### src/rtl/sdbt_pkg.sv
`timescale 1ns / 1ps
// ----------------------------------------------------------------------------
// sdbt_pkg: shared types and constants of the SD SPI block transfer core
// Codes, field widths, sequencer state and result types.
// ----------------------------------------------------------------------------
package sdbt_pkg;

    // Block geometry
    localparam int BLOCK_BYTES = 512;
    localparam int BLOCK_SHIFT = $clog2(BLOCK_BYTES);
    localparam int BCNT_W      = BLOCK_SHIFT + 1;

    // Field widths
    localparam int ACTION_W = 2;
    localparam int BLOCK_W  = 23;
    localparam int COUNT_W  = 16;
    localparam int BYTE_W   = 8;
    localparam int STATUS_W = 2;
    localparam int POLL_W   = 8;
    localparam int BUDGET_W = 16;

    // Configuration port
    localparam int CFG_IDX_W  = 1;
    localparam int CFG_DATA_W = 16;
    localparam logic [CFG_IDX_W-1:0] CFG_POLL_LIMIT  = 1'd0;
    localparam logic [CFG_IDX_W-1:0] CFG_WAIT_BUDGET = 1'd1;
    localparam logic [POLL_W-1:0]    POLL_LIMIT_RST  = 8'd20;
    localparam logic [BUDGET_W-1:0]  WAIT_BUDGET_RST = 16'd500;

    // Item action codes
    localparam logic [ACTION_W-1:0] ACT_READ     = 2'd0;
    localparam logic [ACTION_W-1:0] ACT_WRITE    = 2'd1;
    localparam logic [ACTION_W-1:0] ACT_EXCHANGE = 2'd2;

    // Final status codes
    localparam logic [STATUS_W-1:0] ST_OK         = 2'd0;
    localparam logic [STATUS_W-1:0] ST_NO_R1      = 2'd1;
    localparam logic [STATUS_W-1:0] ST_TIMEOUT    = 2'd2;
    localparam logic [STATUS_W-1:0] ST_ZERO_COUNT = 2'd3;

    // SD command / token bytes
    localparam logic [BYTE_W-1:0] CMD_START   = 8'h40;
    localparam logic [BYTE_W-1:0] CMD17_READ  = 8'd17;
    localparam logic [BYTE_W-1:0] CMD24_WRITE = 8'd24;
    localparam logic [BYTE_W-1:0] CMD_CRC     = 8'h01;
    localparam logic [BYTE_W-1:0] DATA_TOKEN  = 8'hFE;
    localparam logic [BYTE_W-1:0] IDLE_BYTE   = 8'hFF;
    localparam logic [BYTE_W-1:0] ZERO_BYTE   = 8'h00;
    localparam logic [4:0]        RESP_MASK   = 5'h1F;
    localparam logic [4:0]        RESP_ACCEPT = 5'h05;
    localparam logic [BCNT_W-1:0] CMD_LAST    = 10'd5;

    typedef enum logic [13:0] {
        PH_IDLE  = 14'b00_0000_0000_0001,
        PH_CMD   = 14'b00_0000_0000_0010,
        PH_DUMMY = 14'b00_0000_0000_0100,
        PH_POLL  = 14'b00_0000_0000_1000,
        PH_TOKEN = 14'b00_0000_0001_0000,
        PH_RDATA = 14'b00_0000_0010_0000,
        PH_RCRC  = 14'b00_0000_0100_0000,
        PH_GAP   = 14'b00_0000_1000_0000,
        PH_TOKTX = 14'b00_0001_0000_0000,
        PH_WDATA = 14'b00_0010_0000_0000,
        PH_WCRC  = 14'b00_0100_0000_0000,
        PH_WRESP = 14'b00_1000_0000_0000,
        PH_BUSY  = 14'b01_0000_0000_0000,
        PH_TAIL  = 14'b10_0000_0000_0000
    } phase_t;

    typedef struct packed {
        phase_t               phase;
        logic                 is_write;
        logic [BCNT_W-1:0]    byte_counter;
        logic [POLL_W-1:0]    poll_counter;
        logic [BUDGET_W-1:0]  budget_left;
        logic [BLOCK_W-1:0]   current_block;
        logic [COUNT_W-1:0]   blocks_left;
        logic [STATUS_W-1:0]  block_status;
    } seq_state_t;

    localparam seq_state_t STATE_RST = '{
        phase:         PH_IDLE,
        is_write:      1'b0,
        byte_counter:  '0,
        poll_counter:  '0,
        budget_left:   '0,
        current_block: '0,
        blocks_left:   '0,
        block_status:  ST_OK
    };

    typedef struct packed {
        logic [BYTE_W-1:0]   mosi_byte;
        logic                mosi_valid;
        logic                card_selected;
        logic [BYTE_W-1:0]   read_byte;
        logic                read_valid;
        logic                payload_taken;
        logic                done_res;
        logic [STATUS_W-1:0] status;
    } seq_result_t;

    // Byte i of the six-byte command frame; byte address = block * BLOCK_BYTES
    function automatic logic [BYTE_W-1:0] cmd_byte(
        input logic [2:0]         idx,
        input logic               wr,
        input logic [BLOCK_W-1:0] blk
    );
        logic [31:0] addr;
        logic [BYTE_W-1:0] b;
        addr = 32'({blk, {BLOCK_SHIFT{1'b0}}});
        case (idx)
            3'd0:    b = CMD_START | (wr ? CMD24_WRITE : CMD17_READ);
            3'd1:    b = addr[31:24];
            3'd2:    b = addr[23:16];
            3'd3:    b = addr[15:8];
            3'd4:    b = addr[7:0];
            default: b = CMD_CRC;
        endcase
        return b;
    endfunction

endpackage

### src/rtl/sdbt_step.sv
`timescale 1ns / 1ps
// ----------------------------------------------------------------------------
// sdbt_step: next-state and result logic of the transfer sequencer
// Purely combinational; one item in, new state and one result out.
// ----------------------------------------------------------------------------
module sdbt_step
    import sdbt_pkg::*;
(
    input  seq_state_t          cur,
    input  logic [ACTION_W-1:0] action,
    input  logic [BLOCK_W-1:0]  block_address,
    input  logic [COUNT_W-1:0]  block_count,
    input  logic [BYTE_W-1:0]   miso_byte,
    input  logic [BYTE_W-1:0]   payload_byte,
    input  logic [POLL_W-1:0]   poll_limit,
    input  logic [BUDGET_W-1:0] wait_budget,
    output seq_state_t          nxt,
    output seq_result_t         res
);

    logic [BUDGET_W-1:0] budget_dec;
    logic [COUNT_W-1:0]  blocks_dec;
    logic [BLOCK_W-1:0]  block_inc;
    logic [BCNT_W-1:0]   cnt_inc;

    assign budget_dec = cur.budget_left - 1'b1;
    assign blocks_dec = cur.blocks_left - 1'b1;
    assign block_inc  = cur.current_block + 1'b1;
    assign cnt_inc    = cur.byte_counter + 1'b1;

    always_comb
    begin
        nxt = cur;
        res = '0;
        res.card_selected = (cur.phase != PH_IDLE) && (cur.phase != PH_TAIL);

        if (action inside {ACT_READ, ACT_WRITE})
        begin
            if (cur.phase == PH_IDLE)
            begin
                if (block_count == '0)
                begin
                    res.done_res = 1'b1;
                    res.status   = ST_ZERO_COUNT;
                end
                else
                begin
                    nxt.is_write      = action[0];
                    nxt.current_block = block_address;
                    nxt.blocks_left   = block_count;
                    nxt.block_status  = ST_OK;
                    nxt.poll_counter  = '0;
                    nxt.budget_left   = '0;
                    nxt.phase         = PH_CMD;
                    nxt.byte_counter  = '0;
                    res.mosi_byte     = cmd_byte(3'd0, action[0], block_address);
                    res.mosi_valid    = 1'b1;
                    res.card_selected = 1'b1;
                end
            end
        end
        else if (action == ACT_EXCHANGE)
        begin
            // default: selected, byte will be set per phase
            case (cur.phase)
                PH_IDLE:
                begin
                end
                PH_CMD:
                begin
                    res.mosi_valid    = 1'b1;
                    res.card_selected = 1'b1;
                    if (cur.byte_counter < CMD_LAST)
                    begin
                        nxt.byte_counter = cnt_inc;
                        res.mosi_byte    = cmd_byte(cnt_inc[2:0], cur.is_write,
                                                    cur.current_block);
                    end
                    else
                    begin
                        nxt.phase     = PH_DUMMY;
                        res.mosi_byte = IDLE_BYTE;
                    end
                end
                PH_DUMMY:
                begin
                    res.mosi_valid = 1'b1;
                    res.mosi_byte  = IDLE_BYTE;
                    if (poll_limit == '0)
                    begin
                        nxt.block_status = ST_NO_R1;
                        nxt.phase        = PH_TAIL;
                        nxt.byte_counter = '0;
                        res.card_selected = 1'b0;
                    end
                    else
                    begin
                        nxt.poll_counter  = POLL_W'(1);
                        nxt.phase         = PH_POLL;
                        res.card_selected = 1'b1;
                    end
                end
                PH_POLL:
                begin
                    res.mosi_valid    = 1'b1;
                    res.mosi_byte     = IDLE_BYTE;
                    res.card_selected = 1'b1;
                    if (miso_byte == ZERO_BYTE)
                    begin
                        if (cur.is_write)
                        begin
                            nxt.phase        = PH_GAP;
                            nxt.byte_counter = '0;
                        end
                        else if (wait_budget == '0)
                        begin
                            nxt.block_status  = ST_TIMEOUT;
                            nxt.phase         = PH_TAIL;
                            nxt.byte_counter  = '0;
                            res.card_selected = 1'b0;
                        end
                        else
                        begin
                            nxt.budget_left = wait_budget;
                            nxt.phase       = PH_TOKEN;
                            res.mosi_byte   = ZERO_BYTE;
                        end
                    end
                    else if (cur.poll_counter < poll_limit)
                    begin
                        nxt.poll_counter = cur.poll_counter + 1'b1;
                    end
                    else
                    begin
                        nxt.block_status  = ST_NO_R1;
                        nxt.phase         = PH_TAIL;
                        nxt.byte_counter  = '0;
                        res.card_selected = 1'b0;
                    end
                end
                PH_TOKEN:
                begin
                    res.mosi_valid    = 1'b1;
                    res.mosi_byte     = ZERO_BYTE;
                    res.card_selected = 1'b1;
                    if (miso_byte == DATA_TOKEN)
                    begin
                        nxt.phase        = PH_RDATA;
                        nxt.byte_counter = '0;
                    end
                    else
                    begin
                        nxt.budget_left = budget_dec;
                        if (budget_dec == '0)
                        begin
                            nxt.block_status  = ST_TIMEOUT;
                            nxt.phase         = PH_TAIL;
                            nxt.byte_counter  = '0;
                            res.mosi_byte     = IDLE_BYTE;
                            res.card_selected = 1'b0;
                        end
                    end
                end
                PH_RDATA:
                begin
                    res.read_byte     = miso_byte;
                    res.read_valid    = 1'b1;
                    res.mosi_valid    = 1'b1;
                    res.mosi_byte     = ZERO_BYTE;
                    res.card_selected = 1'b1;
                    if (cur.byte_counter != BCNT_W'(BLOCK_BYTES - 1))
                        nxt.byte_counter = cnt_inc;
                    else
                    begin
                        nxt.phase        = PH_RCRC;
                        nxt.byte_counter = '0;
                    end
                end
                PH_RCRC:
                begin
                    res.mosi_valid = 1'b1;
                    if (cur.byte_counter == '0)
                    begin
                        nxt.byte_counter  = BCNT_W'(1);
                        res.mosi_byte     = ZERO_BYTE;
                        res.card_selected = 1'b1;
                    end
                    else
                    begin
                        nxt.block_status  = ST_OK;
                        nxt.phase         = PH_TAIL;
                        nxt.byte_counter  = '0;
                        res.mosi_byte     = IDLE_BYTE;
                        res.card_selected = 1'b0;
                    end
                end
                PH_GAP:
                begin
                    res.mosi_valid    = 1'b1;
                    res.card_selected = 1'b1;
                    if (cur.byte_counter == '0)
                    begin
                        nxt.byte_counter = BCNT_W'(1);
                        res.mosi_byte    = IDLE_BYTE;
                    end
                    else
                    begin
                        nxt.phase     = PH_TOKTX;
                        res.mosi_byte = DATA_TOKEN;
                    end
                end
                PH_TOKTX:
                begin
                    nxt.phase          = PH_WDATA;
                    nxt.byte_counter   = '0;
                    res.payload_taken  = 1'b1;
                    res.mosi_valid     = 1'b1;
                    res.mosi_byte      = payload_byte;
                    res.card_selected  = 1'b1;
                end
                PH_WDATA:
                begin
                    res.mosi_valid    = 1'b1;
                    res.card_selected = 1'b1;
                    if (cur.byte_counter != BCNT_W'(BLOCK_BYTES - 1))
                    begin
                        nxt.byte_counter  = cnt_inc;
                        res.payload_taken = 1'b1;
                        res.mosi_byte     = payload_byte;
                    end
                    else
                    begin
                        nxt.phase        = PH_WCRC;
                        nxt.byte_counter = '0;
                        res.mosi_byte    = IDLE_BYTE;
                    end
                end
                PH_WCRC:
                begin
                    res.mosi_valid = 1'b1;
                    res.mosi_byte  = IDLE_BYTE;
                    if (cur.byte_counter == '0)
                    begin
                        nxt.byte_counter  = BCNT_W'(1);
                        res.card_selected = 1'b1;
                    end
                    else if (wait_budget == '0)
                    begin
                        nxt.block_status  = ST_TIMEOUT;
                        nxt.phase         = PH_TAIL;
                        nxt.byte_counter  = '0;
                        res.card_selected = 1'b0;
                    end
                    else
                    begin
                        nxt.budget_left   = wait_budget;
                        nxt.phase         = PH_WRESP;
                        res.card_selected = 1'b1;
                    end
                end
                PH_WRESP, PH_BUSY:
                begin
                    res.mosi_valid    = 1'b1;
                    res.mosi_byte     = IDLE_BYTE;
                    res.card_selected = 1'b1;
                    if ((cur.phase == PH_WRESP) && ((miso_byte[4:0] & RESP_MASK) == RESP_ACCEPT))
                        nxt.phase = PH_BUSY;
                    else if ((cur.phase == PH_BUSY) && (miso_byte == IDLE_BYTE))
                    begin
                        nxt.block_status  = ST_OK;
                        nxt.phase         = PH_TAIL;
                        nxt.byte_counter  = '0;
                        res.card_selected = 1'b0;
                    end
                    else
                    begin
                        nxt.budget_left = budget_dec;
                        if (budget_dec == '0)
                        begin
                            nxt.block_status  = ST_TIMEOUT;
                            nxt.phase         = PH_TAIL;
                            nxt.byte_counter  = '0;
                            res.card_selected = 1'b0;
                        end
                    end
                end
                PH_TAIL:
                begin
                    res.card_selected = 1'b0;
                    if (cur.byte_counter == '0)
                    begin
                        nxt.byte_counter = BCNT_W'(1);
                        res.mosi_valid   = 1'b1;
                        res.mosi_byte    = IDLE_BYTE;
                    end
                    else
                    begin
                        nxt.blocks_left = blocks_dec;
                        if (blocks_dec == '0)
                        begin
                            nxt.phase    = PH_IDLE;
                            res.done_res = 1'b1;
                            res.status   = cur.block_status;
                        end
                        else
                        begin
                            nxt.current_block = block_inc;
                            nxt.phase         = PH_CMD;
                            nxt.byte_counter  = '0;
                            res.mosi_valid    = 1'b1;
                            res.mosi_byte     = cmd_byte(3'd0, cur.is_write, block_inc);
                            res.card_selected = 1'b1;
                        end
                    end
                end
                default:
                begin
                end
            endcase
        end
    end

endmodule

### config.mk
export PLATFORM = sky130hd
export DESIGN_NAME = sdbt_step
export DESIGN_NICKNAME = d
export VERILOG_FILES = /design/src/rtl/sdbt_pkg.sv /design/src/rtl/sdbt_step.sv
export SDC_FILE = /design/constraint.sdc
export NUM_CORES = 1
export LEC_CHECK = 0
export BUFFER_PORTS_ARGS = -buffer_cell sky130_fd_sc_hd__buf_4
export CORE_MARGIN = 4
export CORE_UTILIZATION = 47
export DETAILED_ROUTE_END_ITERATION = 8
export PLACE_DENSITY = 0.82
export SLEW_MARGIN = 20
export SYNTH_ARGS = -nofsm -noshare
export SYNTH_HDL_FRONTEND = slang
export SYNTH_SLANG_ARGS = --single-unit
### constraint.sdc
create_clock -name vclk -period 7.5
set_input_delay 1.5 -clock vclk [all_inputs]
set_output_delay 1.5 -clock vclk [all_outputs]
set_load 0.01 [all_outputs]
Word-level counts from Yosys, hierarchy flattened

Index checks and enable logic that the tools add are counted.

Register bits: 0
Bits of input ports: 171
Output and inout port bits: 113
Word-level logic and storage cells: 159

Add/subtract/negate cells: 5
Order comparisons: 2
Equal/unequal tests: 26
Muxes and demuxes: 111
Reductions and logical operators: 15

Operators with widths:

| kind                                               | count |
|---|---|
| two-way mux 14 bit                                 | 19 |
| two-way mux 90 bit                                 | 2 |
| two-way mux 10 bit                                 | 17 |
| case mux 14 bit (12 select lines)                  | 1 |
| two-way mux 75 bit                                 | 2 |
| case mux 10 bit (12 select lines)                  | 1 |
| two-way mux 16 bit                                 | 7 |
| case mux 10 bit (11 select lines)                  | 1 |
| two-way mux 8 bit                                  | 11 |
| two-way mux 39 bit                                 | 2 |
| zero test 16 bit                                   | 4 |
| case mux 16 bit (4 select lines)                   | 1 |
| two-way mux 23 bit                                 | 2 |
| two-way mux 9 bit                                  | 5 |
| case mux 8 bit (5 select lines)                    | 1 |
| subtractor 16 x 1 -> 16 bit, second input constant | 2 |
| two-way mux 2 bit                                  | 12 |
| adder 23 x 1 -> 23 bit, second input constant      | 1 |
| two-way mux 3 bit                                  | 6 |
| == test 8 bit, second input constant               | 2 |
| zero test 8 bit                                    | 2 |
| two-way mux 1 bit                                  | 16 |
| case mux 8 bit (2 select lines)                    | 1 |
| == test 14 x 1 -> 1 bit, second input constant     | 1 |
| 35 further kinds                                   | 40 |

Logic depth before layout (Yosys ltp)

Gate-level depths: netlist of the first run.

Depth after elaboration: 8
Mapped depth: 11
Depth with buffers taken out: 9

Worst setup path before layout of the first run

Ideal clock, no wire load.

Path type: in2out
Start point: input port cur[79] in the netlist's numbering
End point: output port nxt[77] in the netlist's numbering
Data arrival time: 4.207 ns
Data required time: 6.000 ns
Setup slack: 1.793 ns
Cell stages on the path: 11
Path buffers: 4
Cells stage by stage: clkbuf_1 > or4_1 > clkbuf_1 > nor4_4 > nand2b_1 > nor4_1 > nand2b_1 > buf_2 > or3_1 > buf_2 > o32a_1

RTL lines:

| item            | RTL line        | text |
|---|---|---|
| start, declared | sdbt_step.sv:9  | `input seq_state_t cur,` |
| end, declared   | sdbt_step.sv:17 | `output seq_state_t nxt,` |

==> results of run 1 <==
[area by class of cell]
| class | count | area, um^2 |
|---|---|---|
| fillers | 1118 | 3730 |
| inverters | 30 | 113 |
| multi-input cells | 831 | 5290 |
| well taps | 143 | 179 |
| repair buffers | 306 | 2300 |
[worst max-delay path: cells and delay by family]
kind	cells	cell delay, ns
AO/OA/AOI/OAI	3	0.85
AND/OR/NAND/NOR	4	2.21
buffers and inverters	2	0.33
[power groups by stage]
stage | Sequential (mW) | Clock [mW] | Combinational [mW]
after floorplan | 0 | 0 | 0.139
after CTS | 0 | 0 | 0.315
after global routing | 0 | 0 | 0.346
final | 0 | 0 | 0.321
after global placement | 0 | 0 | 0.310
after detailed placement | 0 | 0 | 0.314
[logic make-up (layout without fill, tap and decap cells)]
kind of cell / count (synthesis) / after routing / synth area share
adders and majority gates: 19 / 19 / 0.0419
muxes: 42 / 42 / 0.0814
AOI/OAI and AO/OA: 280 / 280 / 0.313
and+or+nand+nor: 441 / 441 / 0.419
buffers and inverters: 102 / 336 / 0.0688
xor gates and xnor gates: 49 / 49 / 0.0756
[metal layers]
layer | wire length [um] | share of wire | track usage | up-vias
li1 | - | - | - | 4003
met1 | 10900 | 0.40 | 0.492 | 3904
met2 | 12100 | 0.45 | 0.589 | 628
met3 | 3280 | 0.12 | 0.0663 | 83
met4 | 897 | 0.033 | 0.0879 | 0
met5 | 0 | 0 | 0 | -
[synth_stat cells (14+ instances only)]
| cell | n |
|---|---|
| sky130_fd_sc_hd__nor3_1 | 35 |
| sky130_fd_sc_hd__xor2_1 | 30 |
| sky130_fd_sc_hd__xnor2_1 | 19 |
| sky130_fd_sc_hd__a21oi_1 | 74 |
| sky130_fd_sc_hd__ha_1 | 19 |
| sky130_fd_sc_hd__inv_1 | 30 |
| sky130_fd_sc_hd__nor4_1 | 34 |
| sky130_fd_sc_hd__nand2_1 | 83 |
| sky130_fd_sc_hd__mux2_2 | 33 |
| sky130_fd_sc_hd__nand4_1 | 37 |
| sky130_fd_sc_hd__a22oi_1 | 28 |
| sky130_fd_sc_hd__or3_1 | 14 |
| sky130_fd_sc_hd__nor2_1 | 101 |
| sky130_fd_sc_hd__and2_1 | 15 |
| sky130_fd_sc_hd__o21ai_0 | 78 |
| sky130_fd_sc_hd__clkbuf_1 | 62 |
| sky130_fd_sc_hd__nand3_1 | 25 |
[final timing paths]
kind | end | cells after the start | slack (ns)
max | nxt[67] | 9 | 1.12
min | res[12] | 3 | 3.31
[placed cells by master, fill, tap and decap left out, types with 28 or more instances in the layout]
cell / synthesis / routed
sky130_fd_sc_hd__xor2_1: 30 / 30
sky130_fd_sc_hd__a22oi_1: 28 / 28
sky130_fd_sc_hd__nand4_1: 37 / 37
sky130_fd_sc_hd__inv_1: 30 / 30
sky130_fd_sc_hd__nor2_1: 101 / 101
sky130_fd_sc_hd__nor4_1: 34 / 33
sky130_fd_sc_hd__mux2_2: 33 / 33
sky130_fd_sc_hd__nand2_1: 83 / 83
sky130_fd_sc_hd__o21ai_0: 78 / 78
sky130_fd_sc_hd__buf_4: 0 / 306
sky130_fd_sc_hd__nor3_1: 35 / 35
sky130_fd_sc_hd__a21oi_1: 74 / 74
==> flow_summary.ini, run 1 <==
[status]
status = completed

[placed_design]
pre_cts_ws_ns = 1.20
final_hpwl_dp_um = 22000
gp_routability_congestion = 1.04
port_buffers = 284
placedCellCount = 1310
dpl_cell_area_um2 = 7880

[clocking]
post_cts_hold_buffer_count = 0
post_cts.resized_instances = 0
post-cts-setup-buffer-count = 0

[floorplan]
core_area_um2 = 11600
die_area_um2 = 13900
die_y_um = 118
io_pins = 284
rows = 39
floorplan.initialDensity = 0.489
die_width_um = 118

[route]
dr.pass1.iters = 6
detailroute.via_count = 8618
avgRoutedWirePerCell_um = 20.8
initialDrtViolationCount = 1086
route.antenna.remaining_nets = 0
vias_per_cell = 6.58
detail_route.wirelength_um = 27200
drcViolationCount = 0

[setup_path]
cp_slowest_stage_delay_ns = 0.67
critPathCaptureType = output pin
critical_path_slowest_stage_cell = sky130_fd_sc_hd__nor4b_4
critical_path.startpoint_type = primary input
worst_setup_path_startpoint = cur[44]
crit_arrival_ns = 4.88
worstPathRequired_ns = 6.00
critical_path.max_fanout = 12
path_class = primary input to output pin
cp_cell_sequence = buf_4 > or4_4 > o31a_1 > or4_4 > nor4b_4 > a21oi_1 > nor3_1 > o21ai_0 > buf_4

[sta]
final_critical_period_ns = 6.38
remaining_max_slew_budget_at_the_tightest_pin = 0.324
hold_viol_final = 0
slew_viol_final = 0
layout_setup_ws_ns = 1.12
fin_crit_sh = 0.851
worstMarginPinSlew_ns = 1.01
max_clock_freq_mhz = 157
setup_tns_ns = 0
holdWs_ns = 3.31
finalSetupViolCount = 0
rsz_0062_raised_after_global_routing = false

[power_and_ir_drop]
swShare = 0.522
internal-power_mw = 0.153
total_switching_power_mw = 0.167
combPwrFrac = 1.000
powerDensity_nw_per_um2 = 40.7
sequentialPowerShare = 0
vdd_drop_max_uv = 27.6
total_leakage_power_nw = 3.35
total_power_mw = 0.321
power.share.clock = 0

[finish]
clkbuf_count = 0
combined_flip_flop_and_latch_cell_area_um2 = 0
final_layout_size_suffix_gt1_frac = 0.307
flow.area_growth_from_synthesis_pct = 38.8
finish.cell_count_without_fillers = 1310
finalNetCount = 1359
antenna-diode-count = 0
n_sequential_cell = 0
postLayoutCoreUtil = 0.679
final_area_um2 = 7880

[grt]
grt_first_pass_wirelength_um = 42700
antenna_found_initial = 0
track_usage = 0.361
first_global_vias = 7792
grt_start_max_net_pins = 83
overflow = 0

[synthesis]
synth_seq_area_share = 0
cell_area_synth_um2 = 5680
yosys_warnings = 0
synth.top_cell.area_share = 0.0688
post-synth-top-area-cell = sky130_fd_sc_hd__o21ai_0
synthDistinctLibCells = 72
syn-mean-instance-area_um2 = 6.08
netlist_top_cells_area = sky130_fd_sc_hd__o21ai_0 (6.9%), sky130_fd_sc_hd__nor2_1 (6.7%), sky130_fd_sc_hd__mux2_2 (6.5%)
synthesis.instances = 933
synth.net_count = 1123

[min_path]
min_path_type = primary input to output pin
worst_hold_startpoint = miso_byte[7]

[run]
maxCapViolCount = 0
Note: power is estimated with default switching activity, not from simulation.
==> run 2: changes to the inputs <==
--- a/config.mk
+++ b/config.mk
@@ -10,6 +10,7 @@
 export CORE_UTILIZATION = 47
 export DETAILED_ROUTE_END_ITERATION = 8
 export PLACE_DENSITY = 0.82
+export REMOVE_ABC_BUFFERS = 1
 export SLEW_MARGIN = 20
 export SYNTH_ARGS = -nofsm -noshare
 export SYNTH_HDL_FRONTEND = slang
==> run 2 against run 1 <==
Final cell count is 0.46% lower. Core utilization is 0.39 points lower. Highest routed layer unchanged. Critical endpoint is now nxt[77]. Sequential share of layout area stayed put. First-iteration DRC count is 10% higher. Die area stayed put. Worst setup slack worse by 0.031 ns. Flip-flop and latch count stayed put. Cell area is 0.57% lower.
==> flow_summary.ini, run 2 (synthesis gave the netlist of run 1 again) <==
[setup_path]
path_class = primary input to output pin
crit_arrival_ns = 4.91
worstPathRequired_ns = 6.00
critPathCaptureType = output pin
critical_path.startpoint_type = primary input
critical_path.max_fanout = 13

[route]
dr.pass1.iters = 8
initialDrtViolationCount = 1195
detail_route.wirelength_um = 26500
avgRoutedWirePerCell_um = 20.3
detailroute.via_count = 8541
route.antenna.remaining_nets = 0
drcViolationCount = 0
vias_per_cell = 6.55

[power_and_ir_drop]
internal-power_mw = 0.153
total_leakage_power_nw = 3.32
combPwrFrac = 1.000
sequentialPowerShare = 0
vdd_drop_max_uv = 28.1
total_switching_power_mw = 0.165
power.share.clock = 0
powerDensity_nw_per_um2 = 40.6
swShare = 0.519

[grt]
grt_start_max_net_pins = 64
first_global_vias = 7606
track_usage = 0.352
overflow = 0
antenna_found_initial = 0
grt_first_pass_wirelength_um = 41600

[clocking]
post_cts.resized_instances = 0
post-cts-setup-buffer-count = 0
post_cts_hold_buffer_count = 0

[floorplan]
die_y_um = 118
floorplan.initialDensity = 0.489
rows = 39
die_area_um2 = 13900
core_area_um2 = 11600
die_width_um = 118
io_pins = 284

[finish]
antenna-diode-count = 0
num-fill-cells = 1144
finalNetCount = 1353
n_sequential_cell = 0
final_area_um2 = 7840
flow.area_growth_from_synthesis_pct = 38.1
final_layout_size_suffix_gt1_frac = 0.303
most_common_cell_after_layout_fill_and_taps_aside = sky130_fd_sc_hd__buf_4
finish.cell_count_without_fillers = 1304
combined_flip_flop_and_latch_cell_area_um2 = 0
most_frequent_cells_in_the_layout = sky130_fd_sc_hd__buf_4 (300), sky130_fd_sc_hd__nor2_1 (101), sky130_fd_sc_hd__nand2_1 (83)
clkbuf_count = 0

[placed_design]
dpl_cell_area_um2 = 7840
final_hpwl_dp_um = 21500
port_buffers = 284
placedCellCount = 1304
gp_routability_congestion = 1.02

[sta]
final_critical_period_ns = 6.41
slew_viol_final = 0
rsz_0062_raised_after_global_routing = false
worstMarginPinSlew_ns = 1.05
hold_viol_final = 0
max_clock_freq_mhz = 156
finalSetupViolCount = 0
fin_crit_sh = 0.855
remaining_max_slew_budget_at_the_tightest_pin = 0.300

[min_path]
min_path_type = primary input to output pin

[run]
maxCapViolCount = 0

[status]
status = completed
## run 2: cell types whose count changed in the layout (fill, tap and decap cells not counted), sizes merged
cell	delta
buf	-6
## run 2: cell type report
class | count | area (um^2) | share of cell area
repair buffers | 300 | 2250 | 0.287
multi-input cells | 831 | 5290 | 0.675
inverters | 30 | 113 | 0.0144
well taps | 143 | 179 | 0.0228
## run 2: critical path: stages
cell and delay, ns:
sky130_fd_sc_hd__buf_4 0.15, sky130_fd_sc_hd__or2_2 0.29, sky130_fd_sc_hd__or4_1 0.61, sky130_fd_sc_hd__o2111ai_1 0.33, sky130_fd_sc_hd__nor2b_1 0.88, sky130_fd_sc_hd__o21ai_2 0.11
sky130_fd_sc_hd__or3_1 0.50, sky130_fd_sc_hd__o32a_1 0.40, sky130_fd_sc_hd__buf_4 0.15
## run 2: path summary, 6_finish.rpt
kind                     start      end  slack, ns  cells after the start
setup / recovery       cur[86]  nxt[77]       1.09                      9
hold / removal    miso_byte[1]   res[6]       3.31                      3
## run 2: metal layers
layer / vias to the layer above / wire length [um] / part of all wire / GRT usage
li1: 4009 / - / - / -
met5: - / 0 / 0 / 0
met1: 3949 / 11000 / 0.42 / 0.484
met4: 0 / 692 / 0.026 / 0.0791
met3: 56 / 2720 / 0.10 / 0.0471
met2: 527 / 12100 / 0.46 / 0.582
## run 2: through the flow
step / hold WS [ns] / utilization / power, mW / TNS (ns) / setup slack [ns]
after CTS: 3.31 / 0.675 / 0.313 / 0 / 1.18
after floorplan: 3.08 / - / 0.122 / -0.412 / -0.0589
final: 3.31 / 0.675 / 0.318 / 0 / 1.09
after global placement: 3.30 / 0.675 / 0.309 / 0 / 1.24
after detailed placement: 3.31 / 0.675 / 0.312 / 0 / 1.18
after global routing: 3.32 / 0.675 / 0.343 / 0 / 0.950
## run 2: power groups by stage
| stage | Combinational [mW] | Clock (mW) | Sequential (mW) |
|---|---|---|---|
| after global placement | 0.309 | 0 | 0 |
| after detailed placement | 0.312 | 0 | 0 |
| final | 0.318 | 0 | 0 |
| after floorplan | 0.122 | 0 | 0 |
| after global routing | 0.343 | 0 | 0 |
| after CTS | 0.313 | 0 | 0 |
==> run 3: changes to the inputs <==
--- a/config.mk
+++ b/config.mk
@@ -5,12 +5,12 @@
 export SDC_FILE = /design/constraint.sdc
 export NUM_CORES = 1
 export LEC_CHECK = 0
+export ABC_AREA = 1
 export BUFFER_PORTS_ARGS = -buffer_cell sky130_fd_sc_hd__buf_4
 export CORE_MARGIN = 4
 export CORE_UTILIZATION = 47
 export DETAILED_ROUTE_END_ITERATION = 8
-export PLACE_DENSITY = 0.82
-export REMOVE_ABC_BUFFERS = 1
+export PLACE_DENSITY = 0.79
 export SLEW_MARGIN = 20
 export SYNTH_ARGS = -nofsm -noshare
 export SYNTH_HDL_FRONTEND = slang
==> run 3 against run 2 <==
Cell area grew 12%. Flip-flop and latch count did not move. Non-clock buffer count decreased by 11. Clock-buffer cell count unchanged. Worst setup slack better by 0.41 ns. Global-route usage up 0.98 points. Final cell count up 37%. Routed wire length up 18%. Highest routed layer unchanged. Synthesized cell count grew 46%. Total power rose by 13%. Largest cell class unchanged. Critical path type unchanged. Die area rose by 14%. Hold slack gained 0.0059 ns.
==> flow_summary.ini, run 3 <==
[status]
status = completed

[synthesis]
synth.top_cell.area_share = 0.188
netlist_top_cells_area = sky130_fd_sc_hd__nand2_1 (19%), sky130_fd_sc_hd__inv_1 (12%), sky130_fd_sc_hd__o21ai_0 (10%)
yosys_warnings = 0
synthMostInstantiatedCell = sky130_fd_sc_hd__nand2_1
synthDistinctLibCells = 45
synth.net_count = 1552
post-synth-top-area-cell = sky130_fd_sc_hd__nand2_1
syn-mean-instance-area_um2 = 4.80
synth_cell_count_leaders = sky130_fd_sc_hd__nand2_1 (327), sky130_fd_sc_hd__inv_1 (203), sky130_fd_sc_hd__nor2_1 (157), sky130_fd_sc_hd__o21ai_0 (132), sky130_fd_sc_hd__nand3_1 (116)
cell_area_synth_um2 = 6530
synth_seq_area_share = 0
synthesis.instances = 1362

[power_and_ir_drop]
powerDensity_nw_per_um2 = 41.1
vdd_drop_max_uv = 28.4
total_leakage_power_nw = 4.65

[floorplan]
die_width_um = 126
die_area_um2 = 15800
die_y_um = 126
rows = 42
core_area_um2 = 13400
floorplan.initialDensity = 0.487
io_pins = 284

[finish]
most_frequent_cells_in_the_layout = sky130_fd_sc_hd__nand2_1 (327), sky130_fd_sc_hd__buf_4 (289), sky130_fd_sc_hd__inv_1 (203)
clkbuf_count = 0
finish.cell_count_without_fillers = 1787
postLayoutCoreUtil = 0.652
antenna-diode-count = 0
n_sequential_cell = 0
most_common_cell_after_layout_fill_and_taps_aside = sky130_fd_sc_hd__nand2_1
finalNetCount = 1803
multi_input_comb_area_um2 = 5530
final_layout_size_suffix_gt1_frac = 0.217
combined_flip_flop_and_latch_cell_area_um2 = 0
flow.area_growth_from_synthesis_pct = 33.9
num-fill-cells = 1373

[clocking]
post-cts-setup-buffer-count = 0
post_cts.resized_instances = 0
post_cts_hold_buffer_count = 0

[sta]
hold_viol_final = 0
final_critical_period_ns = 6.01
worstMarginPinSlew_ns = 1.07
setup_tns_ns = 0
slew_viol_final = 0
fin_crit_sh = 0.801
finalSetupViolCount = 0
remaining_max_slew_budget_at_the_tightest_pin = 0.282
rsz_0062_raised_after_global_routing = false
max_clock_freq_mhz = 166

[placed_design]
gp_routability_congestion = 1.07
placedCellCount = 1787
final_hpwl_dp_um = 25700
port_buffers = 284

[setup_path]
critPathCaptureType = output pin
crit_arrival_ns = 4.51
critical_path_slowest_stage_cell = sky130_fd_sc_hd__clkinv_2
cp_cell_sequence = buf_4 > inv_1 > nor4_1 > nand2_1 > nor2_1 > clkinv_2 > o21ai_0 > o21ai_0 > buf_4
cp_slowest_stage_delay_ns = 0.77
critical_path.startpoint_type = primary input
critical_path.max_fanout = 77
critical-path-top-delay-family = simple AND/OR/NAND/NOR gates
worstPathRequired_ns = 6.00
critical_path_buf_inv_count = 4
path_class = primary input to output pin

[grt]
antenna_found_initial = 0
overflow = 0
first_global_vias = 9566
grt_start_max_net_pins = 85
track_usage = 0.361
grt_first_pass_wirelength_um = 48600

[route]
wl_met1_um = 12500
route.antenna.remaining_nets = 0
detail_route.wirelength_um = 31200
routed-wl-met2_um = 13800
wl_met3_um = 3530
initialDrtViolationCount = 1172
vias_per_cell = 5.90
drcViolationCount = 0
dr.pass1.iters = 8
top_layer_used = met4
detailroute.via_count = 10549
avgRoutedWirePerCell_um = 17.4

[min_path]
min_path_type = primary input to output pin

[run]
maxCapViolCount = 0
run 3: changes by cell type after synthesis, moves of 16 or more:
| cell | previous run | this run |
|---|---|---|
| sky130_fd_sc_hd__a22oi_1 | 28 | 1 |
| sky130_fd_sc_hd__nor2_1 | 101 | 157 |
| sky130_fd_sc_hd__mux2_2 | 33 | 0 |
| sky130_fd_sc_hd__inv_1 | 30 | 203 |
| sky130_fd_sc_hd__xor2_1 | 30 | 12 |
| sky130_fd_sc_hd__o21ai_0 | 78 | 132 |
| sky130_fd_sc_hd__nand3_1 | 25 | 116 |
| sky130_fd_sc_hd__xnor2_1 | 19 | 3 |
| sky130_fd_sc_hd__nor2_2 | 0 | 16 |
| sky130_fd_sc_hd__nor4_1 | 34 | 12 |
| sky130_fd_sc_hd__nand2_1 | 83 | 327 |
| sky130_fd_sc_hd__a21oi_1 | 74 | 115 |
| sky130_fd_sc_hd__clkbuf_1 | 62 | 21 |
run 3: kinds of logic (layout without fill, tap and decap cells):
kind of cell,Yosys count,count (layout),share of synthesized area
adder cells (fa/ha/maj),19,19,0.0364
buffers and inverters,256,505,0.154
XOR/XNOR,15,15,0.0201
AO/OA/AOI/OAI,326,326,0.273
AND/OR/NAND/NOR,746,746,0.516
run 3: per-stage QoR:
stage	power, mW	instance area, um^2	setup slack (ns)	hold WS, ns
finish	0.359	8740	1.49	3.31
global route	0.390	8740	1.37	3.33
CTS	0.352	8740	1.85	3.31
detailed placement	0.351	8740	1.85	3.31
global placement	0.348	8740	1.86	3.30
floorplan	0.161	6530	2.71	3.11
run 3: report_power, final:
group	internal, mW	switching (mW)	leakage [nW]
clock	0	0	0
sequential	0	0	0
combinational	0.156	0.203	4.65
run 3: routing by layer:
layer,up-vias,GRT usage
met5,-,0
met4,0,0.136
met3,113,0.0525
met2,751,0.586
met1,4644,0.485
li1,5041,-
run 3: final cells by class:
type | instances | area share
Timing Repair Buffer | 289 | 0.248
Multi-Input combinational cell | 1106 | 0.633
Tap cell | 176 | 0.0252
Inverter | 216 | 0.0940
run 3: final timing paths:
path / start / end / slack [ns] / cells past startpoint
worst max-delay path: cur[76] / nxt[18] / 1.49 / 9
worst min-delay path: block_address[22] / nxt[40] / 3.31 / 4
